`src/design/stepper_ramp_segment_generator_core_defines.svh`:
```
// ---------------------------------------------------------------------------
// Stepper ramp segment generator - assertion macros
// Shared helpers for the concurrent checks at the end of the core.
// ---------------------------------------------------------------------------
`ifndef STEPPER_RAMP_SEGMENT_GENERATOR_CORE_DEFINES_SVH
`define STEPPER_RAMP_SEGMENT_GENERATOR_CORE_DEFINES_SVH

// Check sampled on the rising clock edge, masked while reset is held.
`define SRSG_ASSERT(label, clk, rstn, prop, msg) \
    label: assert property (@(posedge clk) disable iff (!rstn) prop) else $error(msg);

// Check that also holds across reset.
`define SRSG_ASSERT_ALWAYS(label, clk, prop, msg) \
    label: assert property (@(posedge clk) prop) else $error(msg);

`endif

```
`src/design/srsg_pkg.sv`:
```
// ---------------------------------------------------------------------------
// srsg_pkg
// Widths, command codes and the divider interface types of the ramp core.
// ---------------------------------------------------------------------------
package srsg_pkg;

    localparam int FUNC_W   = 2;
    localparam int FREQ_W   = 16;
    localparam int SECS_W   = 8;
    localparam int STEP_W   = 6;
    localparam int PULSE_W  = 24;
    localparam int COUNT_W  = 25;

    localparam int S_DATA_W = 72;
    localparam int M_DATA_W = 48;
    localparam int M_USER_W = 2;

    localparam int DEF_MAX_RAMP_STEPS = 63;

    // divider operand widths
    localparam int DIV_W    = PULSE_W;
    localparam int DIVR_W   = STEP_W;
    localparam int DIV_CNT_W = $clog2(DIV_W);

    localparam logic [FUNC_W-1:0] FUNC_SOFT_START = 2'd0;
    localparam logic [FUNC_W-1:0] FUNC_SOFT_STOP  = 2'd1;
    localparam logic [FUNC_W-1:0] FUNC_PULSE_MOVE = 2'd2;
    localparam logic [FUNC_W-1:0] FUNC_UNUSED     = 2'd3;

    localparam logic [DIVR_W-1:0] THIRDS_DIVISOR = 6'd3;

    typedef struct packed {
        logic              start;
        logic [DIV_W-1:0]  dividend;
        logic [DIVR_W-1:0] divisor;
    } div_req_t;

    typedef struct packed {
        logic              busy;
        logic              done;
        logic [DIV_W-1:0]  quotient;
    } div_rsp_t;

endpackage

```
`src/design/srsg_div.sv`:
```
// ---------------------------------------------------------------------------
// srsg_div
// Restoring divider, one quotient bit per cycle. Divisor must be nonzero.
// ---------------------------------------------------------------------------
module srsg_div
    import srsg_pkg::*;
(
    input  logic     aclk,
    input  logic     aresetn,
    input  div_req_t req,
    output div_rsp_t rsp
);

    logic                 busy_reg, busy_next;
    logic                 done_reg, done_next;
    logic [DIV_CNT_W-1:0] cnt_reg, cnt_next;
    logic [DIVR_W-1:0]    rem_reg, rem_next;
    logic [DIVR_W-1:0]    divr_reg, divr_next;
    logic [DIV_W-1:0]     quo_reg, quo_next;

    logic [DIVR_W:0]      rem_sh;
    logic                 ge;
    logic [DIVR_W:0]      diff;

    assign rem_sh = {rem_reg, quo_reg[DIV_W-1]};
    assign ge     = rem_sh >= {1'b0, divr_reg};
    assign diff   = rem_sh - {1'b0, divr_reg};

    always_comb begin
        busy_next = busy_reg;
        done_next = 1'b0;
        cnt_next  = cnt_reg;
        rem_next  = rem_reg;
        divr_next = divr_reg;
        quo_next  = quo_reg;
        if (req.start && !busy_reg) begin
            busy_next = 1'b1;
            cnt_next  = '0;
            rem_next  = '0;
            divr_next = req.divisor;
            quo_next  = req.dividend;
        end else if (busy_reg) begin
            rem_next = ge ? diff[DIVR_W-1:0] : rem_sh[DIVR_W-1:0];
            quo_next = {quo_reg[DIV_W-2:0], ge};
            cnt_next = cnt_reg + 1'b1;
            if (cnt_reg == DIV_CNT_W'(DIV_W - 1)) begin
                busy_next = 1'b0;
                done_next = 1'b1;
            end
        end
    end

    always_ff @(posedge aclk) begin
        if (!aresetn) begin
            busy_reg <= 1'b0;
            done_reg <= 1'b0;
            cnt_reg  <= '0;
        end else begin
            busy_reg <= busy_next;
            done_reg <= done_next;
            cnt_reg  <= cnt_next;
        end
        rem_reg  <= rem_next;
        divr_reg <= divr_next;
        quo_reg  <= quo_next;
    end

    assign rsp.busy     = busy_reg;
    assign rsp.done     = done_reg;
    assign rsp.quotient = quo_reg;

endmodule

```
`src/design/stepper_ramp_segment_generator_core.sv`:
```
// ---------------------------------------------------------------------------
// stepper_ramp_segment_generator_core
// Turns motion commands into a list of speed segments.
// ---------------------------------------------------------------------------
// Each accepted command other than an unused code produces one or more segments
// (frequency plus edge or pulse count). Ramp commands and the three-part pulse
// move first run one division through the shared bit-serial divider: accept,
// divide, take the quotient, then one segment per cycle while m_tready is held
// high. Commands that need no division (single pulse move, zero-step ramps, soft
// starts with no rise or no hold time) go straight to the segments. The input is
// not ready until the last segment of a command has been loaded into the output
// register; an unused command code is dropped.
`include "stepper_ramp_segment_generator_core_defines.svh"

module stepper_ramp_segment_generator_core
    import srsg_pkg::*;
#(
    parameter int MAX_RAMP_STEPS = DEF_MAX_RAMP_STEPS
) (
    input  logic                aclk,
    input  logic                aresetn,

    input  logic                s_tvalid,
    output logic                s_tready,
    // func[1:0], start_freq[17:2], end_freq[33:18], hold_seconds[41:34],
    // ramp_steps[47:42], pulse_total[71:48]
    input  logic [S_DATA_W-1:0] s_tdata,

    output logic                m_tvalid,
    input  logic                m_tready,
    // seg_freq[15:0], seg_count[40:16], zero fill [47:41]
    output logic [M_DATA_W-1:0] m_tdata,
    // continuous[0], stop_after[1]
    output logic [M_USER_W-1:0] m_tuser,
    output logic                m_tlast
);

    localparam logic [1:0] ST_IDLE = 2'd0;
    localparam logic [1:0] ST_DIV  = 2'd1;
    localparam logic [1:0] ST_EMIT = 2'd2;

    localparam logic [STEP_W-1:0] MAX_STEPS = STEP_W'(MAX_RAMP_STEPS);

    logic [1:0]          state_reg, state_next;
    logic [FUNC_W-1:0]   func_reg, func_next;
    logic [FREQ_W-1:0]   f1_reg, f1_next;
    logic [SECS_W-1:0]   secs_reg, secs_next;
    logic [STEP_W-1:0]   n_reg, n_next;
    logic                three_reg, three_next;
    logic [PULSE_W-1:0]  pulses_reg, pulses_next;
    logic [DIV_W-1:0]    q_reg, q_next;
    logic [FREQ_W-1:0]   f_reg, f_next;
    logic [STEP_W-1:0]   i_reg, i_next;

    logic                m_valid_reg, m_valid_next;
    logic [FREQ_W-1:0]   o_freq_reg, o_freq_next;
    logic [COUNT_W-1:0]  o_count_reg, o_count_next;
    logic                o_cont_reg, o_cont_next;
    logic                o_stop_reg, o_stop_next;
    logic                o_last_reg, o_last_next;

    // input fields
    logic [FUNC_W-1:0]   in_func;
    logic [FREQ_W-1:0]   in_f0, in_f1;
    logic [SECS_W-1:0]   in_secs;
    logic [STEP_W-1:0]   in_steps, in_n;
    logic [PULSE_W-1:0]  in_pulses;

    assign in_func   = s_tdata[1:0];
    assign in_f0     = s_tdata[17:2];
    assign in_f1     = s_tdata[33:18];
    assign in_secs   = s_tdata[41:34];
    assign in_steps  = s_tdata[47:42];
    assign in_pulses = s_tdata[71:48];
    assign in_n      = (in_steps > MAX_STEPS) ? MAX_STEPS : in_steps;

    div_req_t div_req;
    div_rsp_t div_rsp;

    srsg_div u_div (
        .aclk    (aclk),
        .aresetn (aresetn),
        .req     (div_req),
        .rsp     (div_rsp)
    );

    // segment under construction
    logic [COUNT_W-1:0]  prod;
    logic [PULSE_W-1:0]  mid_pulses;
    logic [FREQ_W-1:0]   seg_freq;
    logic [COUNT_W-1:0]  seg_count;
    logic                seg_cont, seg_stop, seg_last;
    logic                fin;

    assign prod       = COUNT_W'({f_reg, 1'b0}) * COUNT_W'(secs_reg);
    assign mid_pulses = pulses_reg - {q_reg[PULSE_W-2:0], 1'b0};
    assign fin        = (i_reg == n_reg - 1'b1);

    always_comb begin
        seg_freq  = f_reg;
        seg_count = prod;
        seg_cont  = 1'b0;
        seg_stop  = 1'b0;
        seg_last  = 1'b0;
        f_next    = f_reg;
        case (func_reg)
            FUNC_SOFT_START: begin
                if (i_reg == n_reg) begin
                    seg_freq  = f1_reg;
                    seg_count = '0;
                    seg_cont  = 1'b1;
                    seg_last  = 1'b1;
                end else begin
                    f_next = f_reg + q_reg[FREQ_W-1:0];
                end
            end
            FUNC_SOFT_STOP: begin
                if (n_reg == '0) begin
                    seg_freq  = '0;
                    seg_count = '0;
                    seg_stop  = 1'b1;
                    seg_last  = 1'b1;
                end else begin
                    seg_stop = fin;
                    seg_last = fin;
                    f_next   = f_reg - q_reg[FREQ_W-1:0];
                end
            end
            FUNC_PULSE_MOVE: begin
                if (three_reg) begin
                    if (i_reg == STEP_W'(1)) begin
                        seg_freq  = f1_reg;
                        seg_count = COUNT_W'(mid_pulses);
                    end else begin
                        seg_freq  = {1'b0, f1_reg[FREQ_W-1:1]};
                        seg_count = COUNT_W'(q_reg);
                        seg_stop  = (i_reg == STEP_W'(2));
                        seg_last  = (i_reg == STEP_W'(2));
                    end
                end else begin
                    seg_freq  = f1_reg;
                    seg_count = COUNT_W'(pulses_reg);
                    seg_stop  = 1'b1;
                    seg_last  = 1'b1;
                end
            end
            default: begin
                seg_last = 1'b1;
            end
        endcase
    end

    always_comb begin
        state_next   = state_reg;
        func_next    = func_reg;
        f1_next      = f1_reg;
        secs_next    = secs_reg;
        n_next       = n_reg;
        three_next   = three_reg;
        pulses_next  = pulses_reg;
        q_next       = q_reg;
        i_next       = i_reg;
        m_valid_next = m_valid_reg;
        o_freq_next  = o_freq_reg;
        o_count_next = o_count_reg;
        o_cont_next  = o_cont_reg;
        o_stop_next  = o_stop_reg;
        o_last_next  = o_last_reg;
        div_req      = '0;

        if (m_valid_reg && m_tready) begin
            m_valid_next = 1'b0;
        end

        unique case (state_reg)
            ST_IDLE: begin
                if (s_tvalid) begin
                    func_next   = in_func;
                    f1_next     = in_f1;
                    secs_next   = in_secs;
                    pulses_next = in_pulses;
                    three_next  = (in_steps == STEP_W'(1));
                    n_next      = in_n;
                    i_next      = '0;
                    case (in_func)
                        FUNC_SOFT_START: begin
                            if (in_f0 >= in_f1 || in_secs == '0 || in_n == '0) begin
                                n_next     = '0;
                                state_next = ST_EMIT;
                            end else begin
                                div_req.start    = 1'b1;
                                div_req.dividend = DIV_W'(in_f1 - in_f0);
                                div_req.divisor  = in_n;
                                state_next       = ST_DIV;
                            end
                        end
                        FUNC_SOFT_STOP: begin
                            if (in_n == '0) begin
                                state_next = ST_EMIT;
                            end else begin
                                div_req.start    = 1'b1;
                                div_req.dividend = DIV_W'(in_f0);
                                div_req.divisor  = in_n;
                                state_next       = ST_DIV;
                            end
                        end
                        FUNC_PULSE_MOVE: begin
                            if (in_steps == STEP_W'(1)) begin
                                div_req.start    = 1'b1;
                                div_req.dividend = in_pulses;
                                div_req.divisor  = THIRDS_DIVISOR;
                                state_next       = ST_DIV;
                            end else begin
                                state_next = ST_EMIT;
                            end
                        end
                        default: begin
                            state_next = ST_IDLE;
                        end
                    endcase
                end
            end
            ST_DIV: begin
                if (div_rsp.done) begin
                    q_next     = div_rsp.quotient;
                    state_next = ST_EMIT;
                end
            end
            ST_EMIT: begin
                if (!m_valid_reg || m_tready) begin
                    m_valid_next = 1'b1;
                    o_freq_next  = seg_freq;
                    o_count_next = seg_count;
                    o_cont_next  = seg_cont;
                    o_stop_next  = seg_stop;
                    o_last_next  = seg_last;
                    i_next       = i_reg + 1'b1;
                    if (seg_last) begin
                        state_next = ST_IDLE;
                    end
                end
            end
            default: begin
                state_next = ST_IDLE;
            end
        endcase
    end

    logic [FREQ_W-1:0] f_load;
    assign f_load = (state_reg == ST_IDLE) ? in_f0 :
                    ((state_reg == ST_EMIT) && (!m_valid_reg || m_tready)) ? f_next : f_reg;

    always_ff @(posedge aclk) begin
        if (!aresetn) begin
            state_reg   <= ST_IDLE;
            m_valid_reg <= 1'b0;
        end else begin
            state_reg   <= state_next;
            m_valid_reg <= m_valid_next;
        end
        func_reg    <= func_next;
        f1_reg      <= f1_next;
        secs_reg    <= secs_next;
        n_reg       <= n_next;
        three_reg   <= three_next;
        pulses_reg  <= pulses_next;
        q_reg       <= q_next;
        f_reg       <= f_load;
        i_reg       <= i_next;
        o_freq_reg  <= o_freq_next;
        o_count_reg <= o_count_next;
        o_cont_reg  <= o_cont_next;
        o_stop_reg  <= o_stop_next;
        o_last_reg  <= o_last_next;
    end

    assign s_tready = (state_reg == ST_IDLE);
    assign m_tvalid = m_valid_reg;
    assign m_tdata  = {{(M_DATA_W - COUNT_W - FREQ_W){1'b0}}, o_count_reg, o_freq_reg};
    assign m_tuser  = {o_stop_reg, o_cont_reg};
    assign m_tlast  = o_last_reg;

    `SRSG_ASSERT(a_div_only_in_div, aclk, aresetn, div_rsp.busy |-> state_reg == ST_DIV, "divider busy outside divide state")
    `SRSG_ASSERT(a_ramp_below_end, aclk, aresetn, (state_reg == ST_EMIT && func_reg == FUNC_SOFT_START && i_reg != n_reg) |-> f_reg < f1_reg, "soft start ramp frequency reached end frequency early")
    `SRSG_ASSERT(a_no_accept_while_busy, aclk, aresetn, (s_tvalid && s_tready) |=> !s_tready || $past(in_func) == FUNC_UNUSED, "input ready right after a valid command transfer")
    `SRSG_ASSERT_ALWAYS(a_reset_clears_out, aclk, !aresetn |=> !m_tvalid, "output valid after reset")

endmodule

```
`config.mk`:
```
export PLATFORM = sky130hd
export DESIGN_NAME = stepper_ramp_segment_generator_core
export DESIGN_NICKNAME = d
export VERILOG_FILES = /design/src/design/srsg_pkg.sv /design/src/design/srsg_div.sv /design/src/design/stepper_ramp_segment_generator_core.sv
export VERILOG_INCLUDE_DIRS = /design/src /design/src/design
export SDC_FILE = /design/constraint.sdc
export NUM_CORES = 1
export LEC_CHECK = 0
export ABC_CLOCK_PERIOD_IN_PS = 6000
export BUFFER_PORTS_ARGS = -buffer_cell sky130_fd_sc_hd__clkbuf_2
export CORE_MARGIN = 2
export CORE_UTILIZATION = 30
export DETAILED_ROUTE_END_ITERATION = 8
export GPL_TIMING_DRIVEN = 0
export MAX_ROUTING_LAYER = met4
export PLACE_DENSITY = 0.56
export REMOVE_ABC_BUFFERS = 1
export SETUP_SLACK_MARGIN = 0.4
export SLEW_MARGIN = 20
export SYNTH_ARGS = -nofsm -noshare
export SYNTH_HDL_FRONTEND = slang
export SYNTH_SLANG_ARGS = --single-unit
```
`constraint.sdc`:
```
create_clock -name aclk -period 6 [get_ports aclk]
set_input_delay 0.3 -clock aclk [delete_from_list [all_inputs] [get_ports aclk]]
set_output_delay 0.3 -clock aclk [all_outputs]
set_load 0.02 [all_outputs]
```
# Word level (Yosys, flattened, before mapping)

Cells that the tools add are included.

Multiplexer cells: 52
Equal/unequal tests: 18
Order comparisons: 3
Add/subtract/negate cells: 8
$mul: 1
Bitwise operators: 2
Reduce and logical (&&, ||, !) cells: 26

Operators by type and width:

| cell               | count |
|---|---|
| $mux 31            | 5 |
| $mux 16            | 8 |
| $pmux 31 s3        | 1 |
| $mux 25            | 3 |
| $pmux 25 s3        | 1 |
| $mux 24            | 3 |
| $pmux 16 s3        | 1 |
| $mux 6             | 6 |
| $pmux 16 s2        | 1 |
| $mul 16x8->24      | 1 |
| $sub 24x24->24     | 1 |
| $sub 16x16->17     | 1 |
| $add 16x16->16     | 1 |
| $ge 16x16->1       | 1 |
| $sub 16x16->16     | 1 |
| $mux 2             | 7 |
| $eq 6x1->1 const B | 2 |
| $eq 6x6->1         | 2 |
| $logic_not 6->1    | 2 |
| $pmux 2 s3         | 2 |
| $pmux 6 s2         | 1 |
| $mux 1             | 11 |
| $logic_not 8->1    | 1 |
| $reduce_and 4->1   | 2 |
| other kinds (26)   | 45 |

Register bits: 193
Output and inout bits: 53
Bits of input ports: 76

# Logic depth before layout (Yosys ltp)

Gate-level depths: netlist of run 1.

Word-level depth: 10
Depth in mapped cells: 19

# Hierarchy

From an unflattened synthesis of run 1, not the netlist that was laid out.

Cells, all modules: 1573
Area total of the unflattened synthesis: 15631.2 sq um

Modules (own cells, without submodules):

| module                              | cells each | instances | area each (sq um) |
|---|---|---|---|
| stepper_ramp_segment_generator_core | 1412       | 1         | 13575.5 |
| srsg_div                            | 161        | 1         | 2055.7 |

# Worst setup path before layout of run 1

No wires, ideal clock.

Path type: reg2reg
From: register secs_reg[7]
To: register o_count_reg[23] (data pin)
Setup slack: 940 ps
Required time: 5741 ps
Stages on the path, launching flop included: 19
Data arrival time: 4801 ps
Cells stage by stage: edfxtp_1 clkbuf_1 nand2_1 fa_1 fa_1 inv_1 fa_1 inv_1 fa_1 inv_1 ha_1 nor4_1 a21oi_1 a41o_1 nand3_1 o21ai_0 o41ai_1 o21ai_0 a211o_1

Longest elaborated chain between the ends: 3

RTL lines:

| item                       | RTL line                                                                               | source |
|---|---|---|
| start, declared            | stepper_ramp_segment_generator_core.sv:47                                              | `logic [SECS_W-1:0] secs_reg, secs_next;` |
| start signal, assigned     | stepper_ramp_segment_generator_core.sv:263                                             | `secs_reg <= secs_next;` |
| $mul 16x8->24 *            | stepper_ramp_segment_generator_core.sv:95                                              | `assign prod = COUNT_W'({f_reg, 1'b0}) * COUNT_W'(secs_reg);` |
| $mux 25 (on tied branches) | stepper_ramp_segment_generator_core.sv:118, stepper_ramp_segment_generator_core.sv:108 |  |
| $pmux 25 s3 *              | stepper_ramp_segment_generator_core.sv:106                                             | `case (func_reg)` |
| via seg_count[23]          | stepper_ramp_segment_generator_core.sv:91                                              | `logic [COUNT_W-1:0] seg_count;` |
| end signal, assigned       | stepper_ramp_segment_generator_core.sv:271                                             | `o_count_reg <= o_count_next;` |
| end, declared              | stepper_ramp_segment_generator_core.sv:57                                              | `logic [COUNT_W-1:0] o_count_reg, o_count_next;` |

The timed path passes the listed nets; every way through them passes the cells marked *.
A chain may end at the register's enable or synchronous reset.

# Worst setup path in the final report of run 1

From: register secs_reg[2]
To: register o_count_reg[24] (data pin)

The elaborated chain is that of the path after synthesis.

==> run_results.csv, run 1 <==
group,metric,value,unit
job,maxCapViolCount,0,
synthesis,synth_xor_area_frac,0.0534,
synthesis,synthSimpleGateAreaFrac,0.146,
clock_network,cts.htree.levels,4,
setup_path,crit_path_end_kind,"flip-flop",
floorplanning,core-area,51000,µm²
synthesis,synth-seq-area-share,0.366,
route,drc_errors,0,
synthesis,synth_edf_count,177,
setup_path,crit_arrival,5.60,ns
sta,layout_min_cycle_time,5.39,ns
global_routing,grt_max_degree,38,
sta,fin_worst_skew,0.0189,ns
synthesis,synth.area.mux_share,0.0119,
final_layout,largest_reg_flops,25,
synthesis,synth_top_family_by_area,"adder cells",
clock_network,clockRootBuffer,"clkbuf_16",
route,ant_nets,0,
hold_path,min_path_type,"in2reg",
final_layout,layout_commonest_cell,"edfxtp_1",
clock_network,clk-insertion-delay-late,0.47,ns
final_layout,diodes,0,
global_routing,grt_pass1_vias,12200,
pwr,power.leakage,0.00753,µW
floorplanning,num_rows,83,
clock_network,cts_tree,"built",
outcome,outcome,"finished clean",
route,viasPerCell,5.06,
final_layout,fin_nets,1947,
clock_network,cts_buffer_depth,2,
synthesis,netlist.area_leader.share,0.345,
sta,setup_viol,0,
pwr,power_density,519,nW/µm²
synthesis,synthAdderAreaFrac,0.207,
synthesis,synth_top_cell_by_area,"edfxtp_1",
floorplanning,die_w,231,µm
synthesis,syn_inst,1546,
sta,max_clock_freq,185,MHz
place,gp_congestion,0.877,
global_routing,grt_usage,0.173,
place,dp.final_hpwl,34400,µm
sta,rsz0062_at_grt,"true",
global_routing,grt_pass1_wl,68200,µm
final_layout,final_cell_mix,"edfxtp_1 (177), inv_1 (174), nand2_1 (126), clkbuf_2 (122), ha_1 (113)",
pwr,ir_drop,434,µV
synthesis,netlist_top_cells_area,"edfxtp_1 (35%), fa_1 (11%), ha_1 (9.3%)",
floorplanning,die_h,231,µm
setup_path,crit_required,6.21,ns
sta,relSlewSlack,0.229,
sta,worst_pin_slew,1.15,ns
setup_path,worstPathMaxFanout,8,
sta,fin_crit_sh,0.899,
clock_network,cts_buffers,17,
place,portBuffers,121,
final_layout,final_cell_area,17600,µm²
setup_path,cp-start-kind,"flip-flop",
synthesis,ys_warn_count,0,
setup_path,path_class,"reg2reg",
synthesis,synthFlopType,"edfxtp_1",
clock_network,ctsHoldBuffers,0,
route,drt_iter0_markers,940,
place,post_dp_cell_area,16800,µm²
global_routing,grt-ovfl-total,0,
synthesis,ys_async_sr_fraction,0,
floorplanning,ios,129,
sta,drv_slew,0,
clock_network,cts.reportedPaths.clkPinSlew,0.08,ns
floorplanning,dieArea,53200,µm²
clock_network,cts.sinks,193,
route,first_pass_iters,8,
synthesis,synth_compound_area_frac,0.153,
synthesis,syn_area,15400,µm²
synthesis,ys_seq_elements,193,
route,wirelength,44000,µm
sta,hold_violations,0,
final_layout,fillCellCount,5123,
synthesis,avgSynthCellArea,9.96,µm²
sta,fin_tns_setup,0,ns
final_layout,drive_gt1_frac,0.128,
synthesis,yosysUniqueCellTypes,75,
floorplanning,start_util,0.302,
pwr,total_power,9130,µW
route,via_count,12000,
global_routing,antenna_found_initial,0,
route,wire_per_inst,18.6,µm
final_layout,area_growth_syn_to_layout,14.2,%
[synthesized netlist by cell type (all sizes together), types with 9 or more instances]
cell and n:
edfxtp 177, inv 177, nand2 129, ha 114
and2 112, o21ai 108, fa 88, nor2 71
a21oi 62, xor2 48, xnor2 46, clkbuf 43
nand3 27, a21o 26, nor3 23, o211ai 18
a222oi 17, buf 17, o22ai 17, and3 16
dfxtp 16, mux2i 16, nand2b 15, nor2b 15
a22oi 13, a211oi 12, a31oi 12, or3 10
a2bb2oi 9, o21a 9
[report_power, final]
part	switching (µW)	total, µW	internal [µW]
Clock	588	1170	587
Combinational	3530	5940	2410
Sequential	172	2020	1850
[path summary, 6_finish.rpt]
path / start / endpoint / slack [ns] / cells after the start
max: secs_reg[2] / o_count_reg[24] / 0.61 / 17
min: s_tdata[71] / pulses_reg[23] / 0.03 / 1
max reg2reg: secs_reg[2] / o_count_reg[24] / 0.61 / 17
min reg2reg: u_div.quo_reg[5] / q_reg[5] / 0.45 / 0
[layout make-up]
cell class                      count  area (µm²)  area share
Clock inverter                     15         145     0.00825
Inverter                          178         671      0.0381
Sequential cell                   193        5640       0.320
Timing Repair Buffer              158         962      0.0547
Multi-Input combinational cell   1121        8900       0.506
Tap cell                          680         851      0.0484
Clock buffer                       17         425      0.0242
[per-layer routing]
metal  track usage  up-vias  wire, µm
li1              -     5666         -
met1         0.217     5897     20000
met2         0.274      340     20300
met3        0.0330       58      2390
met4        0.0698        0      1320
met5             -        -         0
[stage by stage]
| stage | instances | hold slack (ns) | setup WS [ns] | utilization |
|---|---|---|---|---|
| 4_1_cts | 2334 | 0.00117 | 0.417 | 0.341 |
| 2_1_floorplan | 1492 | 0.399 | 0.963 | - |
| 3_5_place_dp | 2302 | 0.438 | 0.253 | 0.329 |
| 5_1_grt | 2362 | 0.00932 | 0.391 | 0.345 |
| 3_3_place_gp | 2293 | 0.435 | 0.278 | 0.325 |
| 6_report | 2362 | 0.0266 | 0.608 | 0.345 |
[critical path, stage by stage (launching register included)]
cell      delay [ns]
edfxtp_1        0.53
buf_4           0.24
and2_1          0.18
fa_1            0.50
fa_1            0.53
fa_1            0.54
inv_1           0.05
fa_1            0.53
inv_1           0.04
ha_1            0.34
and3_1          0.26
nor2b_1         0.15
a41oi_1         0.16
nand3_1         0.10
o211ai_1        0.16
o21ai_0         0.24
and3_1          0.23
a311o_1         0.34
[logic make-up (layout without fill, tap and decap cells)]
logic type,after synthesis,after routing
AO/OA/AOI/OAI,354,354
XOR/XNOR,94,94
AND/OR/NAND/NOR,446,446
adder cells (fa/ha/maj),202,202
multiplexers,18,18
other,1,7
flip-flops,193,193
buffers and inverters,238,368
[timing repair]
item,in CTS,in global routing
buffers inserted,0,28
pin swaps,0,1
hold endpoints to repair,0,0
resized for setup,1,5
setup endpoints to repair,2,6
Note: power is estimated with default switching activity, not from simulation.
==> run 2, diff against run 1 <==
Settings changed: CELL_PAD_IN_SITES_DETAIL_PLACEMENT set to 1, CELL_PAD_IN_SITES_GLOBAL_PLACEMENT set to 2, CORE_MARGIN 2 to unset, CORE_UTILIZATION 30 to 40, PLACE_DENSITY 0.56 to 0.92.
==> run 2 against run 1 <==
  * Worst hold slack got worse by 0.0060 ns
  * Maximum frequency fell by 0.18%
  * Sequential share of layout area barely moved
  * Clock-buffer cell count rose by 1
  * Critical path depth did not move
  * Combinational power rose by 3.7%
  * First-iteration DRC count fell by 5.9%
  * Clock skew fell by 0.0057 ns
  * Critical path type unchanged
  * Highest routed layer unchanged
==> run_results.csv, run 2 (synthesis gave the netlist of run 1 again) <==
group,metric,value,unit
outcome,outcome,"finished clean",
route,drt_iter0_markers,885,
sta,relSlewSlack,0.367,
setup_path,crit_slowest_cell,"edfxtp_1",
setup_path,crit_required,6.19,ns
final_layout,largest_reg_flops,25,
route,ant_nets,0,
route,wirelength,48100,µm
route,via_count,12400,
pwr,power.leakage,0.00761,µW
pwr,power_density,536,nW/µm²
route,viasPerCell,5.62,
sta,hold_violations,0,
setup_path,cpLargestDelayFamily,"adder cells",
floorplanning,dieArea,39300,µm²
floorplanning,ios,129,
sta,setup_viol,0,
global_routing,grt_max_degree,52,
route,first_pass_iters,5,
sta,fin_crit_sh,0.900,
clock_network,cts.reportedPaths.clkPinSlew,0.08,ns
floorplanning,core-area,37800,µm²
clock_network,cts_buffer_depth,2,
final_layout,drive_gt1_frac,0.129,
final_layout,final_cell_mix,"edfxtp_1 (177), inv_1 (174), nand2_1 (126), clkbuf_2 (121), ha_1 (114)",
setup_path,worstPathMaxFanout,7,
route,wire_per_inst,21.8,µm
clock_network,cts.sinks,193,
hold_path,min_path_type,"in2reg",
sta,fin_worst_skew,0.0132,ns
global_routing,grt_pass1_vias,13200,
setup_path,crit_arrival,5.59,ns
place,dp.final_hpwl,36300,µm
global_routing,met2_usage,0.431,
sta,max_clock_freq,185,MHz
floorplanning,num_rows,71,
global_routing,antenna_found_initial,1,
clock_network,clockRootBuffer,"clkbuf_16",
setup_path,path_cells,"buf_4, and2_1, fa_1, fa_1, fa_1, inv_1, fa_1, inv_1, ha_1, a21o_1, a41o_1, nand3_1, o21ai_1, o41ai_2, buf_4, xnor2_1, o22ai_1",
global_routing,met3_usage,0.0358,
pwr,ir_drop,536,µV
route,drc_errors,0,
place,post_dp_cell_area,16600,µm²
hold_path,holdPathStages,1,
floorplanning,die_w,198,µm
clock_network,cts.htree.levels,4,
setup_path,crit_path_end_kind,"flip-flop",
global_routing,grt_pass1_wl,74500,µm
sta,layout_setup_ws,0.598,ns
final_layout,layout_commonest_cell,"edfxtp_1",
global_routing,busiest_layer,"met2",
setup_path,crit_top_cell,"fa_1",
global_routing,use_met1,0.327,
place,post-place-ws,0.0343,ns
global_routing,grt_usage,0.260,
sta,worst_pin_slew,0.950,ns
final_layout,fin_nets,1961,
sta,fin_tns_setup,0,ns
place,portBuffers,121,
sta,layout_min_cycle_time,5.40,ns
setup_path,path_class,"reg2reg",
setup_path,cp-start-kind,"flip-flop",
final_layout,diodes,0,
sta,rsz0062_at_grt,"true",
clock_network,cts_tree,"built",
setup_path,critical_path_buf_inv_count,4,
setup_path,r2r_cells,17,
job,maxCapViolCount,0,
global_routing,grt-ovfl-total,0,
final_layout,area_growth_syn_to_layout,14.1,%
pwr,total_power,9410,µW
sta,drv_slew,0,
sta,whs,0.0206,ns
clock_network,clk-insertion-delay-late,0.48,ns
setup_path,worst-path-stages,17,
clock_network,cts_buffers,17,
place,gp_congestion,0.888,
setup_path,cpPeakStageDelay,0.55,ns
floorplanning,start_util,0.408,
floorplanning,die_h,198,µm
final_layout,final_cell_area,17600,µm²
[run 2: cell types whose count changed in the layout (fill, tap and decap cells not counted), sizes merged]
| cell | delta |
|---|---|
| dlygate4sd3 | +10 |
| buf | +5 |
| clkinv | +2 |
| inv | -2 |
| clkinvlp | -1 |
[run 2: per-stage QoR]
| stage | util | instances |
|---|---|---|
| after floorplan | - | 1492 |
| after global placement | 0.434 | 2124 |
| after detailed placement | 0.439 | 2132 |
| after CTS | 0.461 | 2184 |
| after global routing | 0.465 | 2207 |
| final | 0.465 | 2207 |
[run 2: what timing repair did]
| action | in CTS | in global routing |
|---|---|---|
| hold endpoints to repair | 10 | 0 |
| hold buffers | 10 | 0 |
| setup buffers | 10 | 23 |
| setup endpoints to repair | 4 | 8 |
| gates resized for setup | 1 | 3 |
| pin swaps | 0 | 1 |
[run 2: routing by layer]
metal | wire, µm | share of wire | vias up
met5 | 0 | 0 | -
met4 | 1180 | 0.025 | 0
met3 | 2550 | 0.053 | 73
met2 | 23300 | 0.48 | 387
met1 | 21100 | 0.44 | 6244
li1 | - | - | 5699
[run 2: worst paths after layout]
path                startpoint         endpoint  slack, ns
max reg2reg           f_reg[4]  o_count_reg[21]       0.60
min reg2reg  u_div.quo_reg[12]        q_reg[12]       0.46
min                s_tdata[25]        f1_reg[7]       0.02
max                   f_reg[4]  o_count_reg[21]       0.60
[run 2: cell type report]
type	instances	area, µm²
Clock inverter	14	184
Tap cell	511	639
Fill cell	4258	20200
Sequential cell	193	5640
Timing Repair Buffer	172	1110
Multi-Input combinational cell	1121	8900
Clock buffer	18	429
Inverter	178	671
[run 2: where the power goes]
group	switching (µW)	internal, µW
registers	183	1840
clock network	615	603
logic	3710	2460
total	4510	4900
